File: src/rtl/lsp_pkg.sv
// Shared types and constants for the LED sweep / progress driver.
// No dependencies; imported by every module of the block.
package lsp_pkg;

  localparam int unsigned PAT_W        = 8;
  localparam int unsigned POS_W        = 3;
  localparam int unsigned TIME_W       = 32;
  localparam int unsigned BYTES_W      = 24;
  localparam int unsigned IVL_W        = 16;
  localparam int unsigned SLOT_BYTES   = 65536;
  localparam int unsigned PROG_W       = 28;

  localparam logic [IVL_W-1:0] IVL_RESET     = 16'd90;
  localparam logic [POS_W-1:0] POS_TOP       = 3'd7;
  localparam logic [POS_W-1:0] POS_BOTTOM    = 3'd0;

  typedef logic [PAT_W-1:0] pat_t;

  localparam pat_t SHOWN_RESET = 8'hff;

  typedef struct packed {
    logic valid;
    pat_t pattern;
  } lsp_push_t;

endpackage

File: src/rtl/lsp_front.sv
// Front end: accepts polls, keeps sweep state, builds the pad pattern and
// pushes changed patterns to the queue. Depends on lsp_pkg.
module lsp_front (
  input  logic                        clk,
  input  logic                        rst_n,
  input  logic                        in_valid,
  output logic                        in_stall,
  input  logic [lsp_pkg::TIME_W-1:0]  in_now_ms,
  input  logic [lsp_pkg::BYTES_W-1:0] in_received_bytes,
  input  logic                        cfg_valid,
  input  logic [lsp_pkg::IVL_W-1:0]   cfg_sweep_interval_ms,
  input  logic                        q_full,
  output lsp_pkg::lsp_push_t          push
);
  import lsp_pkg::*;

  logic [IVL_W-1:0]  interval_r;
  logic [TIME_W-1:0] step_time_r, step_time_nxt;
  logic [POS_W-1:0]  pos_r, pos_nxt;
  logic              up_r, up_nxt;
  pat_t              shown_r, shown_nxt;

  logic              accept;
  logic              is_prog;
  logic              step;
  logic [TIME_W-1:0] elapsed;
  logic [PROG_W-1:0] scaled;
  pat_t              bar;
  logic [POS_W-1:0]  pos_step;
  logic              up_step;
  pat_t              pattern;
  logic              emit;

  assign in_stall = q_full;
  assign accept   = in_valid && !in_stall;
  assign is_prog  = (in_received_bytes != '0);
  assign elapsed  = in_now_ms - step_time_r;
  assign step     = !is_prog && (elapsed >= TIME_W'(interval_r));
  assign scaled   = {1'b0, in_received_bytes, 3'b000};

  // progress bar: bit i lit when bytes*8 >= (i+1)*slot
  always_comb begin
    for (int i = 0; i < PAT_W; i++) begin
      bar[i] = (scaled >= PROG_W'((i + 1) * SLOT_BYTES));
    end
  end

  always_comb begin
    pos_step = pos_r;
    up_step  = up_r;
    if (up_r) begin
      if (pos_r == POS_TOP) begin
        up_step  = 1'b0;
        pos_step = POS_TOP - POS_W'(1);
      end else begin
        pos_step = pos_r + POS_W'(1);
      end
    end else begin
      if (pos_r == POS_BOTTOM) begin
        up_step  = 1'b1;
        pos_step = POS_BOTTOM + POS_W'(1);
      end else begin
        pos_step = pos_r - POS_W'(1);
      end
    end
  end

  assign pattern = is_prog ? bar : (pat_t'(1) << pos_step);
  assign emit    = (is_prog || step) && (pattern != shown_r);

  assign push.valid   = accept && emit;
  assign push.pattern = pattern;

  always_comb begin
    step_time_nxt = step_time_r;
    pos_nxt       = pos_r;
    up_nxt        = up_r;
    shown_nxt     = shown_r;
    if (accept && step) begin
      step_time_nxt = in_now_ms;
      pos_nxt       = pos_step;
      up_nxt        = up_step;
    end
    if (push.valid) begin
      shown_nxt = pattern;
    end
  end

  always_ff @(posedge clk) begin
    if (!rst_n) begin
      interval_r  <= IVL_RESET;
      step_time_r <= '0;
      pos_r       <= POS_BOTTOM;
      up_r        <= 1'b1;
      shown_r     <= SHOWN_RESET;
    end else begin
      if (cfg_valid) begin
        interval_r <= cfg_sweep_interval_ms;
      end
      step_time_r <= step_time_nxt;
      pos_r       <= pos_nxt;
      up_r        <= up_nxt;
      shown_r     <= shown_nxt;
    end
  end

endmodule

File: src/rtl/lsp_queue.sv
// Two-entry pattern queue between front and back end.
// Depends on lsp_pkg.
module lsp_queue (
  input  logic               clk,
  input  logic               rst_n,
  input  lsp_pkg::lsp_push_t push,
  output logic               full,
  input  logic               pop,
  output logic               q_valid,
  output lsp_pkg::pat_t      q_data
);
  import lsp_pkg::*;

  pat_t       mem_r [2];
  logic       wr_ptr_r, rd_ptr_r;
  logic [1:0] count_r, count_nxt;
  logic       do_pop;

  assign full    = (count_r == 2'd2);
  assign q_valid = (count_r != 2'd0);
  assign q_data  = mem_r[rd_ptr_r];
  assign do_pop  = pop && q_valid;

  always_comb begin
    count_nxt = count_r;
    if (push.valid && !do_pop) begin
      count_nxt = count_r + 2'd1;
    end else if (!push.valid && do_pop) begin
      count_nxt = count_r - 2'd1;
    end
  end

  always_ff @(posedge clk) begin
    if (push.valid) begin
      mem_r[wr_ptr_r] <= push.pattern;
    end
  end

  always_ff @(posedge clk) begin
    if (!rst_n) begin
      wr_ptr_r <= 1'b0;
      rd_ptr_r <= 1'b0;
      count_r  <= 2'd0;
    end else begin
      if (push.valid) begin
        wr_ptr_r <= ~wr_ptr_r;
      end
      if (do_pop) begin
        rd_ptr_r <= ~rd_ptr_r;
      end
      count_r <= count_nxt;
    end
  end

endmodule

File: src/rtl/lsp_back.sv
// Back end: serializes one pattern into eight items, MSB first.
// Depends on lsp_pkg.
module lsp_back (
  input  logic          clk,
  input  logic          rst_n,
  input  logic          q_valid,
  input  lsp_pkg::pat_t q_data,
  output logic          pop,
  output logic          out_valid,
  input  logic          out_stall,
  output logic          out_pad_bit,
  output logic          out_status_bit,
  output logic          out_last_bit
);
  import lsp_pkg::*;

  pat_t             shift_r;
  logic [POS_W-1:0] cnt_r;
  logic             valid_r;
  logic             take;
  logic             done;

  assign take = valid_r && !out_stall;
  assign done = take && (cnt_r == POS_TOP);
  assign pop  = (!valid_r || done) && q_valid;

  assign out_valid      = valid_r;
  assign out_pad_bit    = shift_r[PAT_W-1];
  assign out_status_bit = 1'b0;
  assign out_last_bit   = (cnt_r == POS_TOP);

  always_ff @(posedge clk) begin
    if (pop) begin
      shift_r <= q_data;
    end else if (take) begin
      shift_r <= {shift_r[PAT_W-2:0], 1'b0};
    end
  end

  always_ff @(posedge clk) begin
    if (!rst_n) begin
      valid_r <= 1'b0;
      cnt_r   <= '0;
    end else if (pop) begin
      valid_r <= 1'b1;
      cnt_r   <= '0;
    end else if (take) begin
      cnt_r <= cnt_r + POS_W'(1);
      if (done) begin
        valid_r <= 1'b0;
      end
    end
  end

endmodule

File: src/rtl/led_sweep_progress_driver_unit.sv
// LED sweep / progress driver, top level.
// Depends on lsp_pkg, lsp_front, lsp_queue, lsp_back.
//
// Input channel (in_valid / in_stall): one poll per item with the current
// millisecond time and the upload byte count. A nonzero count draws a
// progress bar; a zero count steps a single light back and forth once the
// sweep interval has elapsed. When the pattern changes, the result channel
// (out_valid / out_stall) carries eight items, pattern bit 7 first, with
// out_last_bit set on the eighth; out_status_bit is always 0.
// Configuration (cfg_valid / cfg_ready, always ready) writes the sweep
// interval in ms.
// An accepted changed pattern is registered in the queue, then loaded into
// the serializer register that drives the first bit. Throughput: a poll is
// taken every cycle while the two-entry pattern queue has room; a pattern
// holds the serializer for its eight items, which paces changing patterns.
// Reset (synchronous, active low): interval 90, sweep at 0 moving up, shown
// pattern 0xff, queue and serializer empty.
// When the receiver stalls, the current bit holds; the queue fills and then
// in_stall rises until the serializer moves on.
module led_sweep_progress_driver_unit (
  input  logic                        clk,
  input  logic                        rst_n,
  input  logic                        in_valid,
  output logic                        in_stall,
  input  logic [lsp_pkg::TIME_W-1:0]  in_now_ms,
  input  logic [lsp_pkg::BYTES_W-1:0] in_received_bytes,
  output logic                        out_valid,
  input  logic                        out_stall,
  output logic                        out_pad_bit,
  output logic                        out_status_bit,
  output logic                        out_last_bit,
  input  logic                        cfg_valid,
  output logic                        cfg_ready,
  input  logic [lsp_pkg::IVL_W-1:0]   cfg_sweep_interval_ms
);
  import lsp_pkg::*;

  lsp_push_t push;
  logic      q_full;
  logic      q_valid;
  pat_t      q_data;
  logic      pop;

  assign cfg_ready = 1'b1;

  lsp_front u_front (
    .clk                   (clk),
    .rst_n                 (rst_n),
    .in_valid              (in_valid),
    .in_stall              (in_stall),
    .in_now_ms             (in_now_ms),
    .in_received_bytes     (in_received_bytes),
    .cfg_valid             (cfg_valid && cfg_ready),
    .cfg_sweep_interval_ms (cfg_sweep_interval_ms),
    .q_full                (q_full),
    .push                  (push)
  );

  lsp_queue u_queue (
    .clk     (clk),
    .rst_n   (rst_n),
    .push    (push),
    .full    (q_full),
    .pop     (pop),
    .q_valid (q_valid),
    .q_data  (q_data)
  );

  lsp_back u_back (
    .clk            (clk),
    .rst_n          (rst_n),
    .q_valid        (q_valid),
    .q_data         (q_data),
    .pop            (pop),
    .out_valid      (out_valid),
    .out_stall      (out_stall),
    .out_pad_bit    (out_pad_bit),
    .out_status_bit (out_status_bit),
    .out_last_bit   (out_last_bit)
  );

endmodule

File: config.mk
export PLATFORM = sky130hd
export DESIGN_NAME = led_sweep_progress_driver_unit
export DESIGN_NICKNAME = d
export VERILOG_FILES = /design/src/rtl/lsp_pkg.sv /design/src/rtl/lsp_front.sv /design/src/rtl/lsp_queue.sv /design/src/rtl/lsp_back.sv /design/src/rtl/led_sweep_progress_driver_unit.sv
export SDC_FILE = /design/constraint.sdc
export NUM_CORES = 1
export LEC_CHECK = 0
export ABC_AREA = 1
export BUFFER_PORTS_ARGS = -buffer_cell sky130_fd_sc_hd__buf_4
export CORE_ASPECT_RATIO = 2
export CORE_MARGIN = 2
export CORE_UTILIZATION = 54
export CTS_BUF_LIST = sky130_fd_sc_hd__clkbuf_16
export DETAILED_ROUTE_END_ITERATION = 8
export PLACE_DENSITY = 0.82
export SLEW_MARGIN = 30
export SYNTH_ARGS = -nofsm -noshare
export SYNTH_HDL_FRONTEND = slang
export SYNTH_SLANG_ARGS = --single-unit
File: constraint.sdc
create_clock -name clk -period 3.8 [get_ports clk]
set_input_delay 0.57 -clock clk [delete_from_list [all_inputs] [get_ports clk]]
set_output_delay 0.57 -clock clk [all_outputs]
set_load 0.01 [all_outputs]
Yosys cells after proc, flatten, opt, wreduce, memory -nomap -nowiden:

Memory sizes are Yosys's and may differ from the RTL's. A register that Yosys moved wholly into a read port is not among the register bits.
Index checks and enable logic that the tools add are counted.

* bits in registers: 76
* memories kept: 1
* RAM bits: 16

Memories
* u_queue.mem_r: depth 2, bits a word 8, rd ports 1, clocked after Yosys merged registers in 1, wr ports 1, RTL line lsp_queue.sv:14 `pat_t mem_r [2];`

* equal/unequal tests: 4
* magnitude comparators: 9
* shift operators: 1
* multiplexer cells: 18
* reductions and logical operators: 27
* bitwise gates (word level): 3
* $add $sub $neg: 6

Operator list (count)
* $ge A27 B19 Y1 const B: 4
* $ge A27 B18 Y1 const B: 2
* $ge A32 B16 Y1: 1
* $sub A32 B32 Y32: 1
* $ge A27 B17 Y1 const B: 1
* $ge A27 B20 Y1 const B: 1
* $mux W8: 3
* $reduce_bool A24 Y1: 1
* $logic_and A1 B1 Y1: 11
* $mux W1: 10
* $mux W3: 3
* $ne A8 B8 Y1: 1
* $reduce_bool A2 Y1: 4
* $shl A1 B3 Y8 const A: 1
* $add A3 B1 Y3 const B: 2
* $eq A3 B3 Y1 const B: 2
* $logic_not A1 Y1: 6
* $mux W2: 2
* $logic_not A3 Y1: 1
* $not A1 Y1: 3
* $sub A3 B1 Y3 const B: 1
* $add A2 B1 Y2 const B: 1
* $eq A2 B2 Y1 const B: 1
* $logic_or A1 B1 Y1: 2
* 3 further kinds: 3

Depth between registers and ports, before layout:

* depth in word-level cells: 12
* mapped depth: 29
* mapped depth without buffers: 29

Hierarchy:

A second synthesis with hierarchy kept.

* cells, all modules: 1174
* area total of the unflattened synthesis: 7211.9 sq um

By module, submodules not included
* lsp_front: cells an instance 1045, area an instance 5803.1 sq um, times used 1
* lsp_queue: cells an instance 61, area an instance 813.3 sq um, times used 1
* lsp_back: cells an instance 66, area an instance 584.3 sq um, times used 1
* led_sweep_progress_driver_unit: cells an instance 2, area an instance 11.3 sq um, times used 1

Least setup slack after synthesis:

OpenSTA, ideal clock, no wires.

* kind: input-to-reg
* start: input in_now_ms[0] (netlist name)
* end: register u_queue.count_r[1]
* setup slack: 41 ps
* stages on the path: 27
* setup time: 122 ps
* required time: 3678 ps
* buffers on the path: 0
* data arrival time: 3637 ps
* cell sequence: inv_1 -> ha_1 -> fa_1 -> inv_1 -> nand2_1 -> nand3_2 -> nand2_1 -> nand2_2 -> xor2_1 -> ha_1 -> nand2_1 -> nor2_1 -> a211oi_1 -> nand2_1 -> nor2_1 -> nand3_1 -> nor2_1 -> nand2_1 -> nor2_2 -> nand3_1 -> nand2_2 -> inv_1 -> ha_1 -> a21oi_1 -> o21ai_0 -> o21ai_0 -> a21oi_1

RTL lines
* start, declared: RTL line led_sweep_progress_driver_unit.sv:25 `input logic [lsp_pkg::TIME_W-1:0] in_now_ms,`
* end signal, assigned: RTL line lsp_queue.sv:51 `count_r <= count_nxt;`
* end, declared: RTL line lsp_queue.sv:16 `logic [1:0] count_r, count_nxt;`

==> impl_metrics.csv <==
group,metric,value,unit
logic_synthesis,ys_warn_count,0,
pwr,p_leak,4.74,nW
place,placed_cells,1409,
logic_synthesis,synth_cell_types,42,
worst_setup_path,critical_path.max_fanout,4,
grt,track_usage,25.5,%
timing,setup_viol,0,
timing,slew_headroom,57.2,%
place,gp_congestion,0.934,
outcome,outcome,"finished, final reports clean",
final_layout,area_delta_synth_final,24.8,%
clock_network,cts_buffer_depth,2,
place,io_buffers,80,
logic_synthesis,postSynthAreaPerCell,6.23,µm²
route,first_pass_iters,4,
route,vias_per_cell,4.98,
worst_setup_path,arrival,3780,ps
worst_setup_path,ff2ff_setup_slack,260,ps
worst_setup_path,worst_path_largest_cell_delay,310,ps
grt,grt_max_degree,62,
logic_synthesis,synth-seq-area-share,29.9,%
logic_synthesis,synthCells,1127,
timing,whs,434,ps
worst_setup_path,cp_slowest_cell,"dfxtp_1",
timing,finClkSkew,6.61,ps
grt,antenna_found_initial,0,
grt,grt_pass1_vias,6875,
pwr,fin_total_pwr,3.36,mW
clock_network,cts.clk_slew.worst_paths,70,ps
clock_network,cts_root_buf,"clkbuf_16",
worst_setup_path,reg2reg_to,"u_queue.count_r[1]",
clock_network,clk_latency,350,ps
clock_network,cts_buffers,9,
final_layout,final_cell_mix,"370 x nand2_1, 189 x inv_1, 152 x buf_4",
timing,finalWorstPathRequiredPeriod,3540,ps
timing,fmax,283,MHz
grt,grt_pass1_wl,29200,µm
route,wl,17300,µm
die,die_y,165,µm
timing,fin_crit_sh,93.1,%
route,first_iter_violations,300,
die,initial_core_util,54.7,%
pwr,p_per_area,383,mW/mm²
route,vias,7097,
logic_synthesis,synth-seq-cells,93,
min_path,hold_start,"cfg_sweep_interval_ms[1]",
grt,grt-ovfl-total,0,
clock_network,tritoncts,"yes",
timing,rsz0062_at_grt,"true",
min_path,worst_hold_path_type,"input port to flop",
route,wl_per_cell,12.2,µm
final_layout,fillerInstances,1102,
worst_setup_path,start_kind,"flop",
die,fp.dieW,84.6,µm
final_layout,diodes,0,
final_layout,stdcell_count,1426,
worst_setup_path,required,4040,ps
die,die_area,0.0140,mm²
die,io_pins,83,
logic_synthesis,syn_area,0.00702,mm²
clock_network,cts-htree-levels,3,
run,maxCapViolCount,0,
worst_setup_path,cpMostUsedCell,"nand2_1",
route,ant_nets,0,
timing,tightest_slew,642,ps
pwr,peakVddDrop,0.000405,V
die,core,0.0128,mm²
worst_setup_path,end_kind,"flop",
worst_setup_path,r2r_start,"u_front.step_time_r[2]",
final_layout,layout_commonest_cell,"nand2_1",
die,num_rows,59,
worst_setup_path,ff2ff_path_depth,29,
final_layout,drive_above_1_share,19.0,%
clock_network,clock_sink_count,93,
worst_setup_path,crit_type,"flop to flop",
route,drc_errors,0,
timing,drv_slew,0,
place,dp_hpwl,13600,µm
final_layout,nNetsFinal,1401,
timing,hold_viol_final,0,
min_path,hold_depth,3,
min_path,min_to,"u_front.interval_r[1]",
logic_synthesis,syn_nets,1259,
[final cells by class]
| cell class | instances | area (µm²) | share of cell area [%] |
|---|---|---|---|
| clock buffer | 9 | 225 | 2.57 |
| clock inverter | 7 | 75.1 | 0.856 |
| inverter | 200 | 752 | 8.57 |
| multi-input combinational | 811 | 4240 | 48.4 |
| sequential | 93 | 2100 | 24.0 |
| tap | 152 | 190 | 2.17 |
| timing repair buffer | 154 | 1180 | 13.5 |
[per-layer routing]
layer | global-route usage [%] | wire [µm] | up-vias
li1 | - | - | 3747
met1 | 28.1 | 6920 | 3077
met2 | 46.5 | 8760 | 216
met3 | 3.68 | 742 | 57
met4 | 13.6 | 897 | 0
met5 | 0 | 0 | -
[per-stage QoR]
| step | worst slack, ps | util [%] | setup TNS [ps] | cell area [µm²] |
|---|---|---|---|---|
| 2_1_floorplan | 40.6 | - | 0 | 7020 |
| 3_5_place_dp | -322 | 64.1 | -674 | 8230 |
| 6_report | 264 | 68.3 | 0 | 8770 |
| 4_1_cts | 3.73 | 66.5 | 0 | 8540 |
| 3_3_place_gp | -184 | 64.1 | -258 | 8230 |
| 5_1_grt | -81.0 | 68.3 | -91.9 | 8770 |
[worst max path at each step]
stage | end | slack (ps) | depth (start not counted) | startpoint
2_1_floorplan | u_queue.count_r[1] | 40 | 27 | in_now_ms[0]
3_3_place_gp | u_queue.count_r[1] | -180 | 27 | in_now_ms[12]
3_5_place_dp | u_queue.count_r[1] | -320 | 27 | in_now_ms[11]
4_1_cts | u_queue.count_r[1] | 4 | 27 | u_front.step_time_r[8]
5_1_grt | u_queue.count_r[1] | -80 | 27 | u_front.step_time_r[1]
6_report | u_queue.count_r[1] | 260 | 29 | u_front.step_time_r[2]
[power breakdown]
| part | internal, mW | switching (mW) | total (mW) |
|---|---|---|---|
| sequential | 1.20 | 0.0796 | 1.28 |
| combinational | 0.509 | 0.655 | 1.16 |
| clock | 0.468 | 0.446 | 0.915 |
[synthesized netlist by cell type (all sizes together)]
| cell type | count | area, µm² |
|---|---|---|
| nand3 | 60 | 315 |
| and3 | 1 | 6.26 |
| edfxtp | 24 | 721 |
| clkinv | 2 | 8.75 |
| ha | 54 | 676 |
| nand3b | 4 | 30.0 |
| xor2 | 17 | 149 |
| nor2 | 161 | 629 |
| o21bai | 1 | 7.51 |
| conb | 2 | 7.51 |
| xnor2 | 5 | 43.8 |
| o21a | 1 | 7.51 |
| inv | 198 | 743 |
| a31oi | 7 | 43.8 |
| clkbuf | 7 | 26.3 |
| a21oi | 51 | 255 |
| or2 | 5 | 31.3 |
| nand2 | 390 | 1500 |
| nand4 | 7 | 43.8 |
| buf | 16 | 130 |
| fa | 1 | 20.0 |
| o21ai | 30 | 158 |
| and2 | 3 | 18.8 |
| dfxtp | 69 | 1380 |
| nor3 | 8 | 50.1 |
| a21o | 1 | 7.51 |
| a211oi | 2 | 15.0 |
[flip-flops by register name, indices dropped and copies added (netlist names), named ones only]
signal	flops
u_front.step_time_r	32
u_front.interval_r	16
u_queue.mem_r	16
u_back.shift_r	8
u_front.shown_r	8
u_back.cnt_r	3
u_front.pos_r	3
u_queue.count_r	2
u_back.out_valid	1
u_front.up_r	1
u_queue.rd_ptr_r	1
u_queue.wr_ptr_r	1
[what timing repair did]
item | CTS | global route
setup endpoints to repair | 1 | 2
pin swaps | 0 | 4
hold buffers | 0 | 0
buffers inserted | 0 | 1
gates resized for setup | 3 | 34
[kinds of logic (layout without fill, tap and decap cells)]
kind of cell / count (synthesis) / after routing / share of synthesized area, %
buf+inv: 223 / 370 / 12.9
compound gates: 93 / 93 / 7.04
simple gates: 639 / 639 / 37.4
fa+ha+maj: 55 / 55 / 9.90
other cells: 2 / 2 / 0.107
flops: 93 / 93 / 29.9
xor+xnor: 22 / 22 / 2.74
[worst max-delay path: cells and delay by family (launching register included)]
| family | cells | cell delay [ps] |
|---|---|---|
| fa+ha+maj | 3 | 810 |
| buf+inv | 3 | 190 |
| simple gates | 16 | 1330 |
| compound gates | 6 | 660 |
| flops | 1 | 310 |
| xor+xnor | 1 | 170 |
(Power assumes the default switching activity.)
